[src/rtl/core/lutli_pkg.sv]
// Shared types and constants for the lookup table linear interpolator.
// No dependencies.
package lutli_pkg;
  localparam int DataW = 32;
  localparam int CountW = 6;
  localparam int IndexW = 5;
  localparam int MaxPoints = 32;

  localparam logic ModeLoad = 1'b0;
  localparam logic ModeLookup = 1'b1;

  typedef struct packed {
    logic              mode;
    logic [IndexW-1:0] point_index;
    logic [DataW-1:0]  axis_value;
    logic [DataW-1:0]  table_value;
    logic [DataW-1:0]  x_value;
  } item_t;
endpackage

[src/rtl/core/lutli_front.sv]
// Front end: accepts transactions into a two-entry queue.
// Depends on lutli_pkg.
module lutli_front (
  input  logic             clk,
  input  logic             rst,
  input  logic             start,
  input  lutli_pkg::item_t in_item,
  output logic             busy,
  output logic             q_valid,
  output lutli_pkg::item_t q_item,
  input  logic             q_pop
);
  import lutli_pkg::*;

  item_t      slots [2];
  logic       wr_ptr;
  logic       rd_ptr;
  logic [1:0] fill;
  logic       push;

  assign busy = (fill == 2'd2);
  assign push = start && !busy;
  assign q_valid = (fill != 2'd0);
  assign q_item = slots[rd_ptr];

  always_ff @(posedge clk) begin
    if (push) begin
      slots[wr_ptr] <= in_item;
    end
    if (rst) begin
      wr_ptr <= 1'b0;
      rd_ptr <= 1'b0;
      fill <= 2'd0;
    end else begin
      if (push) begin
        wr_ptr <= ~wr_ptr;
      end
      if (q_pop) begin
        rd_ptr <= ~rd_ptr;
      end
      fill <= fill + {1'b0, push} - {1'b0, q_pop};
    end
  end
endmodule

[src/rtl/core/lutli_back.sv]
// Back end: breakpoint memory, top-down search, serial multiply and divide.
// Depends on lutli_pkg.
module lutli_back (
  input  logic                     clk,
  input  logic                     rst,
  input  logic                     q_valid,
  input  lutli_pkg::item_t         q_item,
  output logic                     q_pop,
  input  logic [lutli_pkg::CountW-1:0] point_count,
  output logic                     done,
  output logic [lutli_pkg::DataW-1:0] result,
  output logic                     in_range
);
  import lutli_pkg::*;

  localparam int AW = IndexW;
  localparam int CW = $clog2(MaxPoints + 1) + 1;

  localparam logic [2:0] S_IDLE = 3'd0;
  localparam logic [2:0] S_FIRST = 3'd1;
  localparam logic [2:0] S_SCAN = 3'd2;
  localparam logic [2:0] S_UPPER = 3'd3;
  localparam logic [2:0] S_MUL = 3'd4;
  localparam logic [2:0] S_DIV = 3'd5;
  localparam logic [2:0] S_OUT = 3'd6;

  logic [DataW-1:0] axis_mem [MaxPoints];
  logic [DataW-1:0] table_mem [MaxPoints];
  logic [DataW-1:0] axis_rd;
  logic [DataW-1:0] table_rd;
  logic [AW-1:0]    rd_addr;
  logic             rd_wait;

  logic [2:0]       state;
  logic [CW-1:0]    n_used;
  logic [CW-1:0]    idx;
  logic [DataW-1:0] x;
  logic [DataW-1:0] x0;
  logic [DataW-1:0] y0;
  logic [DataW-1:0] mag;
  logic             neg;
  logic [DataW-1:0] span;
  logic [2*DataW-1:0] prod;
  logic [DataW-1:0] mcand;
  logic [DataW:0]   rem;
  logic [6:0]       cnt;
  logic [DataW:0]   rem_shift;
  logic [DataW:0]   rem_try;

  assign q_pop = q_valid && (state == S_IDLE);
  assign rem_shift = {rem[DataW-1:0], prod[2*DataW-1]};
  assign rem_try = rem_shift - {1'b0, span};

  always_comb begin
    if (point_count == '0) begin
      n_used = CW'(1);
    end else if (CW'(point_count) > CW'(MaxPoints)) begin
      n_used = CW'(MaxPoints);
    end else begin
      n_used = CW'(point_count);
    end
  end

  always_ff @(posedge clk) begin
    if (q_pop && (q_item.mode == ModeLoad) &&
        (32'(q_item.point_index) < 32'(MaxPoints))) begin
      axis_mem[q_item.point_index[AW-1:0]] <= q_item.axis_value;
      table_mem[q_item.point_index[AW-1:0]] <= q_item.table_value;
    end
    axis_rd <= axis_mem[rd_addr];
    table_rd <= table_mem[rd_addr];
  end

  always_ff @(posedge clk) begin
    if (rst) begin
      done <= 1'b0;
      state <= S_IDLE;
      rd_wait <= 1'b0;
      cnt <= 7'd0;
    end else begin
      done <= (state == S_OUT);
      unique case (state)
        S_IDLE: begin
          if (q_valid && q_item.mode == ModeLookup) begin
            x <= q_item.x_value;
            rd_addr <= '0;
            rd_wait <= 1'b1;
            idx <= n_used;
            state <= S_FIRST;
          end
        end
        S_FIRST: begin
          rd_wait <= 1'b0;
          if (!rd_wait) begin
            if (x <= axis_rd) begin
              result <= table_rd;
              in_range <= 1'b0;
              state <= S_OUT;
            end else begin
              rd_addr <= AW'(idx - CW'(1));
              rd_wait <= 1'b1;
              state <= S_SCAN;
            end
          end
        end
        S_SCAN: begin
          rd_wait <= 1'b0;
          if (!rd_wait) begin
            if (x == axis_rd) begin
              result <= table_rd;
              in_range <= 1'b1;
              state <= S_OUT;
            end else if (x > axis_rd) begin
              if (idx == n_used) begin
                result <= table_rd;
                in_range <= 1'b0;
                state <= S_OUT;
              end else begin
                x0 <= axis_rd;
                y0 <= table_rd;
                rd_addr <= AW'(idx);
                rd_wait <= 1'b1;
                state <= S_UPPER;
              end
            end else begin
              idx <= idx - CW'(1);
              rd_addr <= AW'(idx - CW'(2));
              rd_wait <= 1'b1;
            end
          end
        end
        S_UPPER: begin
          rd_wait <= 1'b0;
          if (!rd_wait) begin
            span <= axis_rd - x0;
            neg <= (table_rd < y0);
            mag <= (table_rd >= y0) ? (table_rd - y0) : (y0 - table_rd);
            mcand <= x - x0;
            prod <= '0;
            cnt <= 7'd0;
            state <= S_MUL;
          end
        end
        S_MUL: begin
          if (mag[0]) begin
            prod <= prod + ({32'd0, mcand} << cnt[4:0]);
          end
          mag <= mag >> 1;
          if (cnt == 7'd31) begin
            cnt <= 7'd0;
            rem <= '0;
            state <= S_DIV;
          end else begin
            cnt <= cnt + 7'd1;
          end
        end
        S_DIV: begin
          if (!rem_try[DataW]) begin
            rem <= rem_try;
            prod <= {prod[2*DataW-2:0], 1'b1};
          end else begin
            rem <= rem_shift;
            prod <= {prod[2*DataW-2:0], 1'b0};
          end
          cnt <= cnt + 7'd1;
          if (cnt == 7'd63) begin
            state <= S_OUT;
            in_range <= 1'b1;
            result <= '0;
          end
        end
        S_OUT: begin
          if (in_range && (cnt == 7'd64)) begin
            result <= neg ? (y0 - prod[DataW-1:0]) : (y0 + prod[DataW-1:0]);
          end
          cnt <= 7'd0;
          state <= S_IDLE;
        end
        default: state <= S_IDLE;
      endcase
    end
  end
endmodule

[src/rtl/core/lutli_out.sv]
// Result stage: registers the back end result and drives the strobe.
// Depends on lutli_pkg.
module lutli_out (
  input  logic                         clk,
  input  logic                         rst,
  input  logic                         done_in,
  input  logic [lutli_pkg::DataW-1:0]  result_in,
  input  logic                         in_range_in,
  output logic                         result_valid,
  output logic [lutli_pkg::DataW-1:0]  result,
  output logic                         in_range
);
  import lutli_pkg::*;

  always_ff @(posedge clk) begin
    result <= result_in;
    in_range <= in_range_in;
    if (rst) begin
      result_valid <= 1'b0;
    end else begin
      result_valid <= done_in;
    end
  end
endmodule

[src/rtl/core/lut_linear_interpolator_top.sv]
// Lookup table with linear interpolation over up to MaxPoints breakpoints.
// A load transaction is written to the breakpoint memory as it leaves the
// queue, and the back end stays idle. A lookup checks the lowest breakpoint,
// then searches from the top down; it finishes after the search when it clamps
// or hits a breakpoint exactly, and when it interpolates it runs 32 multiply
// and 64 divide steps in the serial multiplier and divider. The strobe is
// registered in the back end and again in the result stage. A two-entry queue
// takes transactions while the back end works. The result strobe lasts one cycle; the receiver cannot stall.
// Depends on lutli_pkg, lutli_front, lutli_back, lutli_out.
module lut_linear_interpolator_top (
  input  logic        clk,
  input  logic        rst,
  input  logic        start,
  output logic        busy,
  input  logic        mode,
  input  logic [4:0]  point_index,
  input  logic [31:0] axis_value,
  input  logic [31:0] table_value,
  input  logic [31:0] x_value,
  input  logic        cfg_we,
  input  logic [5:0]  cfg_data,
  output logic        done,
  output logic [31:0] result,
  output logic        in_range
);
  import lutli_pkg::*;

  item_t            in_item;
  item_t            q_item;
  logic             q_valid;
  logic             q_pop;
  logic [CountW-1:0] point_count;
  logic             b_done;
  logic [DataW-1:0] b_result;
  logic             b_in_range;

  assign in_item = '{mode: mode, point_index: point_index, axis_value: axis_value,
                     table_value: table_value, x_value: x_value};

  always_ff @(posedge clk) begin
    if (rst) begin
      point_count <= CountW'(1);
    end else if (cfg_we) begin
      point_count <= cfg_data;
    end
  end

  lutli_front u_front (
    .clk, .rst, .start, .in_item, .busy, .q_valid, .q_item, .q_pop
  );

  lutli_back u_back (
    .clk, .rst, .q_valid, .q_item, .q_pop, .point_count,
    .done(b_done), .result(b_result), .in_range(b_in_range)
  );

  lutli_out u_out (
    .clk, .rst, .done_in(b_done), .result_in(b_result), .in_range_in(b_in_range),
    .result_valid(done), .result, .in_range
  );
endmodule

[config.mk]
export PLATFORM = sky130hd
export DESIGN_NAME = lut_linear_interpolator_top
export DESIGN_NICKNAME = d
export VERILOG_FILES = /design/src/rtl/core/lutli_pkg.sv /design/src/rtl/core/lutli_front.sv /design/src/rtl/core/lutli_back.sv /design/src/rtl/core/lutli_out.sv /design/src/rtl/core/lut_linear_interpolator_top.sv
export SDC_FILE = /design/constraint.sdc
export NUM_CORES = 2
export LEC_CHECK = 0
export ABC_AREA = 1
export ABC_CLOCK_PERIOD_IN_PS = 7080
export BUFFER_PORTS_ARGS = -buffer_cell sky130_fd_sc_hd__clkbuf_2
export CORE_AREA = 3 3 598 600
export CTS_CLUSTER_SIZE = 12
export DETAILED_ROUTE_END_ITERATION = 7
export DIE_AREA = 0 0 601 603
export GPL_TIMING_DRIVEN = 0
export SETUP_SLACK_MARGIN = 0.02
export SLEW_MARGIN = 10
export SYNTH_ARGS = -nofsm -noshare
export SYNTH_HDL_FRONTEND = slang
export SYNTH_SLANG_ARGS = --single-unit
[constraint.sdc]
create_clock -name clk -period 7.08 [get_ports clk]
set_input_delay 0 -clock clk [delete_from_list [all_inputs] [get_ports clk]]
set_output_delay 0 -clock clk [all_outputs]
set_load 0.01 [all_outputs]
=== Word-level counts from Yosys, hierarchy flattened ===
Memories as Yosys holds them, arrays and structs flattened. A register that Yosys moved wholly into a read port is not among the register bits.
Index checks and enable logic that the tools add are counted.

* $add $sub $neg: 13
* $lt $le $gt $ge: 5
* Equal/unequal tests: 27
* Shift operators: 1
* Mux-type cells: 71
* Bitwise gates (word level): 7
* Reduce and logical (&&, ||, !) cells: 31

{| class="wikitable"
|+ Operators with widths
! operator !! count
|-
| $mux 32 || 13
|-
| $pmux 64 s3 || 1
|-
| $sub 32x32->32 || 5
|-
| $mux 64 || 2
|-
| $pmux 32 s2 || 2
|-
| $pmux 32 s4 || 1
|-
| $add 64x64->64 || 1
|-
| $shl 32x5->64 || 1
|-
| $mux 7 || 6
|-
| $mux 5 || 7
|-
| $sub 33x32->33 || 1
|-
| $add 32x32->32 || 1
|-
| $eq 32x32->1 || 1
|-
| $ge 32x32->1 || 1
|-
| $gt 32x32->1 || 1
|-
| $le 32x32->1 || 1
|-
| $lt 32x32->1 || 1
|-
| $mux 3 || 10
|-
| $pmux 7 s4 || 1
|-
| $mux 1 || 21
|-
| $pmux 3 s6 || 1
|-
| $ne 2x2->1 const B || 8
|-
| $reduce_and 8->1 || 2
|-
| $pmux 5 s3 || 1
|-
| 35 further kinds || 65
|}

* Bits in registers: 390
* RAM bits: 2252
* Bits of input ports: 112
* Output and inout bits: 35
* Word-level logic and storage cells: 182
* Memories kept: 3

{| class="wikitable"
|+ Memories
! memory !! words !! bits a word !! rd ports !! clocked after memory_dff !! write ports !! line !! source
|-
| u_back.axis_mem || 32 || 32 || 1 || 1 || 1 || lutli_back.sv:27 || <nowiki>logic [DataW-1:0] axis_mem [MaxPoints];</nowiki>
|-
| u_back.table_mem || 32 || 32 || 1 || 1 || 1 || lutli_back.sv:28 || <nowiki>logic [DataW-1:0] table_mem [MaxPoints];</nowiki>
|-
| u_front.slots || 2 || 102 || 1 || 1 || 1 || lutli_front.sv:15 || <nowiki>item_t slots [2];</nowiki>
|}

=== Depth between registers and ports, before layout ===
* Depth after elaboration: 9
* Gate-level depth with buffers: 26
* Depth with buffers taken out: 25

=== By module ===
Synthesis repeated with hierarchy kept, for this count alone.

* Cell total of the unflattened synthesis: 11215
* Area, all modules: 123109.3 um^2

{| class="wikitable"
|+ Modules (own cells, without submodules)
! module !! times used !! cells an instance !! area an instance (um^2) !! sequential area each (um^2)
|-
| lutli_back || 1 || 10792 || 114258.3 || 73050.1
|-
| lutli_front || 1 || 350 || 7915.1 || 6226.0
|-
| lutli_out || 1 || 36 || 690.7 || 680.7
|-
| lut_linear_interpolator_top || 1 || 37 || 245.2 || 120.1
|}

=== Least setup slack after synthesis ===
OpenSTA, ideal clock, no wires.

* Path kind: register to register
* Start point: register u_back.x[31]
* End point: register u_back.x0[0], enable pin
* Library setup time: 0.565 ns
* Data arrival time: 5.905 ns
* Required time: 6.515 ns
* Path slack: 0.610 ns
* Cell stages (with the launch flop): 12
* Path buffers: 1
* Period minus slack after synthesis: 6.470 ns
* Path through: edfxtp_1 ha_1 nand2_1 nor2_1 and2_1 nand3_1 inv_1 nand2_1 nand2_1 nand2_1 buf_2 nor3_1

* Cells in the longest elaborated chain, start to end: 3
* Elaborated cells between the ends (all ways): 4
* Classes of those cells: order compare (1); eq/ne (1); bitwise (1); reduce/logical (1)

{| class="wikitable"
|+ Ends and longest elaborated chain
! what !! line !! source
|-
| from (decl) || lutli_back.sv:37 || <nowiki>logic [DataW-1:0] x;</nowiki>
|-
| from (signal assigned) || lutli_back.sv:85 || <nowiki>x <= q_item.x_value;</nowiki>
|-
| parallel branches: the longest is 2 deep, another holds $gt 32x32->1 || -- ||
|-
| $reduce_and 6->1 (no source line) (*) || -- ||
|-
| to (signal assigned) || lutli_back.sv:119 || <nowiki>x0 <= axis_rd;</nowiki>
|-
| to (decl) || lutli_back.sv:38 || <nowiki>logic [DataW-1:0] x0;</nowiki>
|}

Mark *: on every way between the ends.
A chain may end at the register's enable or synchronous reset.

==> results.md <==
Worst setup path:
- The endpoint kind of the worst setup timing path is a flip-flop.
- The worst setup path is of the reg2reg kind.
- For the worst setup path, the data arrival time is 6080 ps.
- Counting buffers and inverters, the worst setup path is 6 cells deep.
- The buffer and inverter count on the worst path is 4.
- The worst register-to-register path ends at u_back.table_rd[1].
- The register-to-register path setup slack is between 1500 and 2000 ps.
- The first element of the critical path is u_back.rd_addr[3].
- The most repeated library cell on the critical path is clkbuf_1.
- STA puts the critical path data required time at 7710 ps.
- The cell depth of the worst flop-to-flop path is 6.
- In this run the worst path has a maximum fanout of 11.
- The most critical setup path has its endpoint at u_back.table_rd[1].
- The highest cell delay on the worst timing path is 1110 ps.
- The gate family responsible for the most delay along the worst path is buffers and inverters.
- The worst register-to-register path begins at u_back.rd_addr[3].
- The largest individual stage delay along the critical path comes from the cell a31oi_1.
- The worst setup path is launched from a flip-flop.
- Walking the worst path, the cells encountered are clkbuf_1, inv_1, clkbuf_1, clkbuf_1, o211ai_1, a31oi_1.

Final layout:
- The final standard cell utilization of the core is about two fifths.
- Counting the fill cells in the layout gives ~34,000.
- In the final layout, the share of cells above drive strength 1 is about 8.6%.
- Registers take 80,080 µm².
- The number of standard cells in the layout, taps in and fillers out is 17,220.
- The area of the multi-input gates is 38,180 µm².
- The final-stage net count is 12,670.
- Compared with the post-synthesis result, the final layout area differs by 17.30%.

Timing:
- The routed design could run at a clock period as short as roughly 5500 ps.
- The number of failing hold endpoints at the final stage was 0.
- The setup total negative slack is 0 ps.
- The final number of setup-violating endpoints is 0.
- The measured slew at the worst slew-check pin is 1393 ps.
- Setup repair after global routing left no endpoint under its margin.
- The max-slew violation count came to 0.
- The clock skew after layout is 100.3 ps.
- The relative slew slack is 7.112%.
- For this run, the top clock speed supported by timing is around 180 MHz.
- Of the available clock period, the critical path in the final layout requires 77.00%.

Place:
- After detailed placement, the design holds a cell count of 16,471.
- The global placer's final weighted congestion is roughly 0.96.
- The number of port buffers is 146.
- Once detailed placement completed, the half-perimeter wirelength came to 354,400 µm.

Routing:
- For this run, design rule violations remaining after detail routing come to 1.
- The overall via count from detail_route is 96,027.
- Using the TritonRoute via totals, the vias-per-cell ratio works out to 5.576.
- After detailed routing, the average wire length per cell comes to approximately 28 µm.
- The iteration-0 DRC count of the detailed router is approximately 14,000.
- The residual antenna-violating net count after detailed routing is 0.
- The iteration count of the initial detailed-routing pass is 8.
- Summed over all layers, the routed wires come to roughly 480,000 µm.

Floorplanning:
- Once the floorplan was initialized, standard cells occupied 34.93% of the core.
- The floorplan step defined a die boundary enclosing 362,400 µm².
- The height of the die is ~600 µm.
- The die width is roughly 600 µm.
- The site row count is between 200 and 250.
- For this design the top-level I/O count stands at 147.
- The region available for standard cell placement spans 352,700 µm².

Power:
- For this design the ratio of total power to cell area is roughly 400 nW/µm².
- The analysis attributes to net switching a power of 24,620 µW.
- Of the total power, combinational logic draws 39.6%.
- The clock network fraction of design power is 25.1%.
- Net switching is 42.22% of the power.
- The share of total power in sequential cells is approximately 35%.
- The internal portion of the total power is 33,690 µW.
- Across the VDD grid, the largest voltage drop is 212.7 µV.
- The static leakage is ~0.052 µW.

Clocking:
- The CTS tree is built.
- The number of post-CTS setup repair buffers is 0.
- CTS saw 2,707 sinks.
- The largest buffer count on any clock path is 4.
- The clock root buffer master is clkbuf_16.
- Clock-pin slew was measured on the worst setup and hold paths at 60 ps.
- The depth of the CTS H-tree is 5.
- The later pin in the worst-skew pair is clocked with a latency of around 940 ps.
- The total clock buffers created by CTS is 295.

Synth:
- Synthesis instantiated 56 different standard cells from the library.
- During synthesis, Yosys emitted a total of 0 warnings.
- Ranked by total cell area, the synthesized netlist is headed by edfxtp_1 (63%), o21ai_0 (5.9%), nor2_1 (5.5%).
- Synthesis produced 11,432 cells.
- The synthesized area divided by synthesized cell count is ~11 µm².
- The fraction of post-synthesis cell area in the top cell type by area is approximately 63%.
- When the netlist entered floorplanning its net count stood at 11,846.
- The flip-flop and latch count after synthesis is 2,707.
- The total standard cell area after synthesis is 123,200 µm².
- After synthesis, flip-flops and latches occupy 65.00% of the total area.
- The cell type with the highest aggregate area in the netlist is edfxtp_1.

Run status:
- The final reports fail on design-rule violations.
- The flow ran to the end, but the final reports show violations.

GRT:
- The via count of the first global-routing pass is 89,259.
- The total routing resource utilization after global routing is ~26%.
- Global routing finished with a remaining overflow of 0.
- The number of antenna violations at the first check in global routing was 42.
- The global-route wire length before repair is between 600,000 and 700,000 µm.
- Entering global routing, the biggest net connects 33 pins.

Hold path:
- The path class of the tightest hold or removal check is in2reg.

Flow run:
- The total of max-cap violations is 0.
[area by class of cell]
class / instances / share of cell area (%)
inverters: 756 / 1.964
clock buffers: 403 / 5.578
well taps: 4730 / 4.096
flip-flops and latches: 2707 / 55.42
diodes: 30 / 0.05195
multi-input cells: 7417 / 26.42
repair buffers: 527 / 4.266
plain buffers: 552 / 1.669
clock inverters: 98 / 0.5368
[how the worst min path moves through the flow]
stage,cells after the start,slack (ps),startpoint,to
floorplan,1,70,rst,u_out.result_valid
global placement,1,190,axis_value[24],u_front.slots[0][88]
detailed placement,1,190,axis_value[12],u_front.slots[0][76]
CTS,2,3,table_value[4],u_front.slots[0][36]
global route,2,30,table_value[6],u_front.slots[1][38]
finish,2,10,table_value[9],u_front.slots[1][41]
[state kept, by name, summed over array words and instances, names as in the netlist, 64 cells and up, named ones only]
name / cells
u_back.prod: 64
u_back.table_mem: 1024
u_back.axis_mem: 1024
u_front.slots: 204
[synthesized netlist by cell type (all sizes together)]
library cell,number
o22ai,570
and2,3
o21ai,1618
dfxtp,121
edfxtp,2586
a21oi,377
a21o,31
nand3,333
nand3b,13
a22oi,1
nand4,46
a21boi,20
or2,12
xor2,121
nand2b,2
o21bai,43
o32ai,8
o211ai,14
fa,7
nor3,58
mux2,96
or3,1
a32o,1
o21a,12
nand2,1745
o221a,4
o31ai,3
clkbuf,349
clkinv,4
and3,1
mux2i,15
buf,203
inv,752
nor4,16
a211oi,1
nor2,1819
o221ai,62
xnor2,32
a31oi,37
ha,295
[timing repair]
item / in CTS / in global routing
gates resized for setup: 0 / 0
hold endpoints to repair: 231 / 0
hold buffers: 218 / 0
[stage by stage]
stage                     total power [µW]  cell area, µm²  hold slack (ps)  setup WS, ps
after global placement               42940          129800            188.5         -3528
after global routing                 60260          144400            25.94          1786
after CTS                            57640          144400            2.957          2157
after detailed placement             43110          133400            192.1          2158
final                                58310          144500            11.92          1629
after floorplan                      32910          123200            71.18         609.8
[cells by family after synthesis]
| logic type | Yosys count | synth area share, % |
|---|---|---|
| AO/OA/AOI/OAI | 2802 | 12.52 |
| buffers and inverters | 1308 | 4.251 |
| XOR/XNOR | 153 | 1.088 |
| adder cells (fa/ha/maj) | 302 | 3.110 |
| flip-flops | 2707 | 65.00 |
| AND/OR/NAND/NOR | 4049 | 13.03 |
| multiplexers | 111 | 0.9994 |
[cell usage in the layout (no fill, tap or decap), drive strengths merged, types with 96 or more instances in the layout]
cell type,count
edfxtp,2586
nor2,1819
nand2,1745
o21ai,1618
clkbuf,898
inv,765
o22ai,570
a21oi,377
buf,366
nand3,333
ha,295
dlygate4sd3,218
xor2,121
dfxtp,121
mux2,96
[metal layers]
layer | part of all wire, % | global-route usage (%)
met2 | 45 | 40.49
met1 | 38 | 33.30
met4 | 5.8 | 13.09
met5 | 0.033 | 0
met3 | 11 | 5.045
[power groups by stage]
| stage | registers (µW) | logic, µW | clock network, µW |
|---|---|---|---|
| after floorplan | 20700 | 12200 | 0 |
| final | 20600 | 23100 | 14600 |
| after detailed placement | 21000 | 22200 | 0 |
| after global routing | 20700 | 24300 | 15300 |
| after global placement | 21100 | 21800 | 0 |
| after CTS | 20600 | 22300 | 14700 |
Power figures use the tool's default switching activity.
